File: src/hdl/assert_macros.svh
// assertion macros used by the top-level rtl file
// no dependencies; macros compile to nothing when SYNTHESIS is defined
`ifndef ASSERT_MACROS_SVH
`define ASSERT_MACROS_SVH
`ifndef SYNTHESIS
`define ASSERT_IMP(lbl, clk, rst_n, ante, cons, msg) \
  lbl: assert property (@(posedge clk) disable iff (!rst_n) (ante) |-> (cons)) \
    else $error(msg);
`define ASSERT_NXT(lbl, clk, rst_n, ante, cons, msg) \
  lbl: assert property (@(posedge clk) disable iff (!rst_n) (ante) |=> (cons)) \
    else $error(msg);
`else
`define ASSERT_IMP(lbl, clk, rst_n, ante, cons, msg)
`define ASSERT_NXT(lbl, clk, rst_n, ante, cons, msg)
`endif
`endif

File: src/hdl/bub_mac.sv
// shared multiply-add unit with registered result
// no dependencies
`default_nettype none

module bub_mac #(
  parameter int A_W   = 16,
  parameter int B_W   = 25,
  parameter int ADD_W = 16
) (
  input  logic               clk,
  input  logic               en,
  input  logic [A_W-1:0]     a,
  input  logic [B_W-1:0]     b,
  input  logic [ADD_W-1:0]   add,
  output logic [A_W+B_W-1:0] prod
);

  localparam int P_W = A_W + B_W;

  logic [P_W-1:0] prod_r;

  always_ff @(posedge clk) begin
    if (en) begin
      prod_r <= P_W'(a) * P_W'(b) + P_W'(add);
    end
  end

  assign prod = prod_r;

endmodule

`default_nettype wire
File: config.mk
export PLATFORM = sky130hd
export DESIGN_NAME = bub_mac
export DESIGN_NICKNAME = d
export VERILOG_FILES = /design/src/hdl/assert_macros.svh /design/src/hdl/bub_mac.sv
export SDC_FILE = /design/constraint.sdc
export NUM_CORES = 1
export LEC_CHECK = 0
export CORE_MARGIN = 5
export CORE_UTILIZATION = 56
export CTS_CLUSTER_DIAMETER = 30
export CTS_CLUSTER_SIZE = 16
export DETAILED_ROUTE_END_ITERATION = 8
export DONT_BUFFER_PORTS = 1
export PLACE_DENSITY = 0.71
export SLEW_MARGIN = 15
export SYNTH_ARGS = -nofsm -noshare
export SYNTH_HDL_FRONTEND = slang
export SYNTH_SLANG_ARGS = --single-unit
File: constraint.sdc
create_clock -name clk -period 8.65 [get_ports clk]
set_clock_uncertainty 0.1 [all_clocks]
set_input_delay 0.4325 -clock clk [delete_from_list [all_inputs] [get_ports clk]]
set_output_delay 0.4325 -clock clk [all_outputs]
set_load 0.02 [all_outputs]
==> impl_results.md, run 1 <==
* Rel. slew slack at about 68%
* Most area-consuming cells after synthesis: sky130_fd_sc_hd__fa_1, sky130_fd_sc_hd__inv_1, sky130_fd_sc_hd__ha_1
* Post-DP Area at approximately 15000 um^2
* Final estimated routing congestion in global placement at just under 0.9
* Yosys warns at 0
* Final setup viols at 0
* Share of synthesized area occupied by flip-flops and latches at under 10%
* Crit path largest cell delay at between 0.5 and 0.6 ns
* Share of cells above drive strength 1 at less than 1%
* Most used flip-flop cell after synthesis: sky130_fd_sc_hd__edfxtp_1
* CTS Root Cell: sky130_fd_sc_hd__clkbuf_16
* Class of the tightest hold or removal check: primary input to register
* N_diodes at 0
* Clock edge transition at the registers on the reported setup and hold paths at approximately 0.060 ns
* Drc violations at 0
* Final setup TNS at 0 ns
* Worst path setup slack after routing at 2.682 ns
* Critical path class: primary input to register
* Layout Nets at roughly 2100
* DRT Wirelength at 34500 um
* Capturing element type of the critical path: register
* Setup repair after global routing missed its margin: false
* Slowest CP cell: sky130_fd_sc_hd__fa_1
* Count of H-tree levels built during CTS at 2
* Synthesis-stage register bit count at 41
* Required @ worst endpoint at about 8.6 ns
* Count of unique library cells instantiated by Yosys at 47
* Post-place setup slack at roughly 2.4 ns
* Maximum capacitance violations at 0
* Routed WL per cell at ~18 um
* Category of the worst setup path launch point: primary input
* Storage cell area at 1231 um^2
* Number of antenna violations at the first check in global routing at 0
* Routed Antenna Nets at 0
* Vias in the first global route at about 11000
* Post-layout minimum cycle time at between 5 and 6 ns
* Die area at 29840 um^2
* Grt total ovfl at 0
* Top-area cell type share of the netlist area at between 40% and 50%
* Mapped Avg Cell Area at roughly 9.1 um^2
* Count of cells resized by post-cts repair at 0
* First-pass GRT wire length at 57520 um
* Measured slew at the worst slew-check pin at 0.4726 ns
* Number of fill cells at 2284
* Worst path top cell family by delay: adder cells
* Horizontal extent of the die at around 170 um
* Number of iterations in the first detailed-routing pass at 5
* Largest net degree at the start of global routing at 42
* Number of instances in the synthesized netlist at around 1600
* Bufs and invs on worst path at 4
* Count of standard-cell rows at 59
* Die height at 172.7 um
* Hold buffer count at CTS at 0
* Via density per instance at approximately 5.5
* Maximum clock frequency at roughly 0.17 GHz
* Critical path arrival at around 5.9 ns
* Number of flip-flops under the largest register name at between 40 and 50
* Total nets after synthesis at between 2000 and 2500
* Critical Path, Cell by Cell: and2_1, fa_1, inv_1, fa_1, fa_1, inv_1, fa_1, fa_1, inv_1, fa_1, inv_1, ha_1, nand2_1, nor4_1, o211ai_1, o211a_1, o21a_1, o21ai_1, a21oi_1, xnor2_1
* Maximum buffer depth of the clock tree at 2
* Maximum fanout along the worst path at 16
* Core region area at 26060 um^2
* Vias at ~10000
* Dominant cell type by area after synthesis: sky130_fd_sc_hd__fa_1
* Number of clock buffers inserted by TritonCTS at 5
* Ratio of final minimum period to clock period at between 60% and 70%
* Total global routing track utilization at 23.65%
* Initial DRC Count at approximately 480
* Number of clock sinks seen by CTS at about 40
* Port buffer count at 0
* Clock tree from TritonCTS: done
* Number of top-level pins at 100
* Buffers inserted during post-CTS setup optimization at 0
* Status: finished, final reports clean
* Effective utilization at floorplan at a little under three fifths
* Crit-path most repeated cell: sky130_fd_sc_hd__fa_1
* Number of slew-limit violations in the final report at 0
* Final hold violation count at 0
* Area growth, synth to finish at 2.067%
* Worst slack on hold paths at ~0.16 ns
* Multi-input gate area in the final layout at approximately 12000 um^2
* EDFF count, synth at 41
* Netlist area before placement at 14830 um^2
* Placed wire-length estimate at 27730 um
* Post-route cell area at ~15000 um^2
* Async set or reset register ratio after synthesis at 0%
-- cell type report --
| class | count | share of cell area [%] |
|---|---|---|
| Tap cell | 335 | 2.769 |
| Clock buffer | 5 | 0.8266 |
| Clock inverter | 2 | 0.2315 |
| Inverter | 440 | 10.91 |
| Sequential cell | 41 | 8.134 |
| Multi-Input combinational cell | 1086 | 77.13 |
-- kinds of logic (layout without fill, tap and decap cells) --
family | count (synthesis) | in the layout | synth area share (%)
adders and majority gates | 460 | 460 | 55.82
and+or+nand+nor | 467 | 467 | 15.27
DFF | 41 | 41 | 8.302
buffers and inverters | 511 | 447 | 12.98
AOI/OAI and AO/OA | 120 | 120 | 5.324
xor gates and xnor gates | 39 | 39 | 2.303
-- metrics by stage --
step | std cells | util, %
after floorplan | 1638 | -
after global placement | 1902 | 57.47
after detailed placement | 1902 | 57.47
after CTS | 1909 | 58.08
after global routing | 1909 | 58.08
final | 1909 | 58.08
-- cells in the mapped netlist, types with 2 or more instances --
cell type / number
sky130_fd_sc_hd__a211o_1: 3
sky130_fd_sc_hd__a211oi_1: 2
sky130_fd_sc_hd__a21o_1: 22
sky130_fd_sc_hd__a21oi_1: 37
sky130_fd_sc_hd__a31oi_1: 6
sky130_fd_sc_hd__and2_1: 172
sky130_fd_sc_hd__and3_1: 2
sky130_fd_sc_hd__and4_1: 2
sky130_fd_sc_hd__buf_2: 5
sky130_fd_sc_hd__clkbuf_1: 66
sky130_fd_sc_hd__edfxtp_1: 41
sky130_fd_sc_hd__fa_1: 336
sky130_fd_sc_hd__ha_1: 124
sky130_fd_sc_hd__inv_1: 440
sky130_fd_sc_hd__nand2_1: 243
sky130_fd_sc_hd__nand2b_1: 4
sky130_fd_sc_hd__nand3_1: 5
sky130_fd_sc_hd__nand4_1: 10
sky130_fd_sc_hd__nor2_1: 18
sky130_fd_sc_hd__nor2b_1: 4
sky130_fd_sc_hd__nor3_1: 4
sky130_fd_sc_hd__nor4_1: 2
sky130_fd_sc_hd__o211ai_1: 2
sky130_fd_sc_hd__o21a_1: 2
sky130_fd_sc_hd__o21ai_0: 17
sky130_fd_sc_hd__o21ai_1: 5
sky130_fd_sc_hd__o21bai_1: 5
sky130_fd_sc_hd__o31ai_1: 3
sky130_fd_sc_hd__xnor2_1: 25
sky130_fd_sc_hd__xor2_1: 14
-- cell usage in the layout, fill, tap and decap left out, types with 5 or more instances in the layout --
| cell | instances |
|---|---|
| sky130_fd_sc_hd__a31oi_1 | 6 |
| sky130_fd_sc_hd__and2_1 | 172 |
| sky130_fd_sc_hd__fa_1 | 336 |
| sky130_fd_sc_hd__nand4_1 | 10 |
| sky130_fd_sc_hd__xnor2_1 | 25 |
| sky130_fd_sc_hd__a21oi_1 | 37 |
| sky130_fd_sc_hd__o21ai_1 | 5 |
| sky130_fd_sc_hd__nand3_1 | 5 |
| sky130_fd_sc_hd__o21ai_0 | 17 |
| sky130_fd_sc_hd__ha_1 | 124 |
| sky130_fd_sc_hd__nand2_1 | 243 |
| sky130_fd_sc_hd__inv_1 | 440 |
| sky130_fd_sc_hd__edfxtp_1 | 41 |
| sky130_fd_sc_hd__o21bai_1 | 5 |
| sky130_fd_sc_hd__xor2_1 | 14 |
| sky130_fd_sc_hd__nor2_1 | 18 |
| sky130_fd_sc_hd__clkbuf_16 | 5 |
| sky130_fd_sc_hd__a21o_1 | 22 |
-- layer usage --
layer / share of wire, % / wire [um] / track usage, % / vias up
met5: 0 / 0 / 0 / -
met1: 38 / 13060 / 29.18 / 5349
met2: 52 / 18040 / 42.07 / 332
met4: 4.5 / 1540 / 8.975 / 0
met3: 5.4 / 1863 / 3.537 / 83
li1: - / - / - / 4657
-- path summary, 6_finish.rpt --
kind              from                 end  slack (ns)  cells past startpoint
hold / removal      en  prod[35]$_DFFE_PP_        0.16                      0
setup / recovery  b[9]  prod[36]$_DFFE_PP_        2.68                     20
Power of run 1 is not shown: default switching activity piles up to over one toggle a cycle in this logic, so the estimate is an artifact.
==> run 2, diff against run 1 <==
PLACE_DENSITY = 0.74   (was 0.71)
clock period = 4.81 ns   (was 8.65 ns; I/O delays follow)
==> run 2 against run 1 <==
  * Die area unchanged
  * Final cell count up 6.6%
  * Global-route usage up 1.4 points
  * Core utilization up 6.9 points
  * Routed wire length up 7.0%
  * Critical path depth unchanged
  * Cell area up 12%
  * Flip-flop and latch count unchanged
  * First-iteration DRC count up 17%
  * Critical path type unchanged
  * Via count up 6.3%
  * Count of clock-buffer cells in the layout unchanged
  * The run now ends with negative setup slack left
==> impl_results.md, run 2 (same netlist as run 1, synthesis figures left out) <==
* Critical path arrival at 5.30 ns
* Critical path class: primary input to register
* Layout Nets at around 2200
* Post-layout minimum cycle time at about 5.4 ns
* Die height at 172.7 um
* Routed Antenna Nets at 0
* Largest net degree at the start of global routing at 42
* CTS Root Cell: sky130_fd_sc_hd__clkbuf_16
* Total global routing track utilization at 25.09%
* Worst path setup slack after routing at -0.5555 ns
* Final estimated routing congestion in global placement at slightly above 0.9
* Status: finished with violations
* Maximum fanout along the worst path at 25
* Rel. slew slack at 66.23%
* Final setup viols at 28
* Required @ worst endpoint at ~4.7 ns
* Number of top-level pins at 100
* Placed wire-length estimate at 29180 um
* Grt total ovfl at 0
* Routed WL per cell at 18.14 um
* Drc violations at 0
* Clock tree from TritonCTS: done
* Horizontal extent of the die at about 170 um
* Clock edge transition at the registers on the reported setup and hold paths at around 0.060 ns
* Die area at roughly 30000 um^2
* Violations in the final reports: negative setup slack
* Crit-path most repeated cell: sky130_fd_sc_hd__fa_1
* Number of clock buffers inserted by TritonCTS at 5
* Number of iterations in the first detailed-routing pass at 7
* Class of the tightest hold or removal check: primary input to register
* Core region area at between 20000 and 30000 um^2
* Critical Path, Cell by Cell: and2_4, fa_1, inv_1, fa_1, fa_1, inv_1, fa_1, fa_1, inv_1, fa_1, inv_2, ha_4, and4_1, or3b_4, buf_6, o31ai_4, buf_6, a21oi_2, a21oi_2, xnor2_1
* Most common library cell in the layout ignoring fill and taps: sky130_fd_sc_hd__inv_1
* Number of clock sinks seen by CTS at 41
* Slowest CP cell: sky130_fd_sc_hd__fa_1
* Maximum clock frequency at 0.1864 GHz
* Category of the worst setup path launch point: primary input
* Area growth, synth to finish at 14.11%
* Maximum buffer depth of the clock tree at 2
* Ratio of final minimum period to clock period at 111.5%
* N_diodes at 0
* Maximum capacitance violations at 0
* Number of slew-limit violations in the final report at 0
* Initial DRC Count at around 560
* Number of antenna violations at the first check in global routing at 0
* Count of H-tree levels built during CTS at 2
* Count of standard-cell rows at roughly 60
* Share of cells above drive strength 1 at between 10% and 20%
* Measured slew at the worst slew-check pin at ~0.50 ns
* Via density per instance at approximately 5.4
* Crit path largest cell delay at ~0.52 ns
* Capturing element type of the critical path: register
* Number of flip-flops under the largest register name at 41
* Final hold violation count at 0
* Effective utilization at floorplan at 56.91%
* Commonest non-fill, non-tap cells in the layout: sky130_fd_sc_hd__inv_1, sky130_fd_sc_hd__fa_1, sky130_fd_sc_hd__nand2_1
* Vias in the first global route at 12720
* Post-place setup slack at -1.001 ns
* DRT Wirelength at 36910 um
* Vias at roughly 11000
* Port buffer count at 0
* Setup repair after global routing missed its margin: true
* First-pass GRT wire length at just over 60000 um
[run 2: cell count changes in the layout (fill, tap and decap cells not counted), moves of 20 or more]
cell,previous run,this run
sky130_fd_sc_hd__buf_4,0,109
sky130_fd_sc_hd__and2_1,172,147
sky130_fd_sc_hd__and2_4,0,25
sky130_fd_sc_hd__fa_1,336,313
sky130_fd_sc_hd__fa_2,0,23
sky130_fd_sc_hd__inv_1,440,420
sky130_fd_sc_hd__inv_2,0,20
[run 2: worst paths after layout]
| path | startpoint | end | slack, ns | depth (start not counted) |
|---|---|---|---|---|
| setup / recovery | a[4] | prod[37]$_DFFE_PP_ | -0.56 | 20 |
| hold / removal | add[0] | prod[0]$_DFFE_PP_ | 0.08 | 1 |
[run 2: area by class of cell]
cell class,count,area (um^2)
inverter,440,1652
multi-input combinational,1086,12440
tap,335,419.2
clock inverter,2,35.03
sequential,41,1231
clock buffer,5,125.1
fill,2148,9138
timing repair buffer,126,1018
[run 2: critical path, delay by kind of cell]
kind                       cells  cell delay, ns
buffers and inverters          6            0.50
AOI/OAI and AO/OA              3            0.47
and+or+nand+nor                3            0.77
xor gates and xnor gates       1            0.08
adders and majority gates      7            3.22
[run 2: timing repair]
item                                    4_1_cts  5_1_grt
hold endpoints to repair                     41        0
buffers inserted                              7       10
hold buffers                                  1        0
endpoints found under the setup margin       28       29
gates resized for setup                      47       85
pin swaps                                    43       50
[run 2: metrics by stage]
step	hold WS, ns	cell area, um^2	setup TNS, ns	util, %	cells
2_1_floorplan	0.2530	15430	-13.64	-	1638
3_5_place_dp	0.2582	16080	-22.03	61.69	2013
3_3_place_gp	0.2594	16080	-19.78	61.69	2013
4_1_cts	0.07625	16530	-11.68	63.44	2028
6_report	0.08296	16920	-11.06	64.93	2035
5_1_grt	0.08459	16920	-14.85	64.93	2035
[run 2: per-layer routing]
| metal | up-vias | track usage, % | share of wire, % |
|---|---|---|---|
| met5 | - | 0 | 0 |
| met4 | 0 | 11.10 | 5.2 |
| met3 | 122 | 3.581 | 5.7 |
| met2 | 408 | 46.56 | 53 |
| met1 | 5642 | 28.67 | 36 |
| li1 | 4901 | - | - |
Power of run 2 is left out for the same reason.
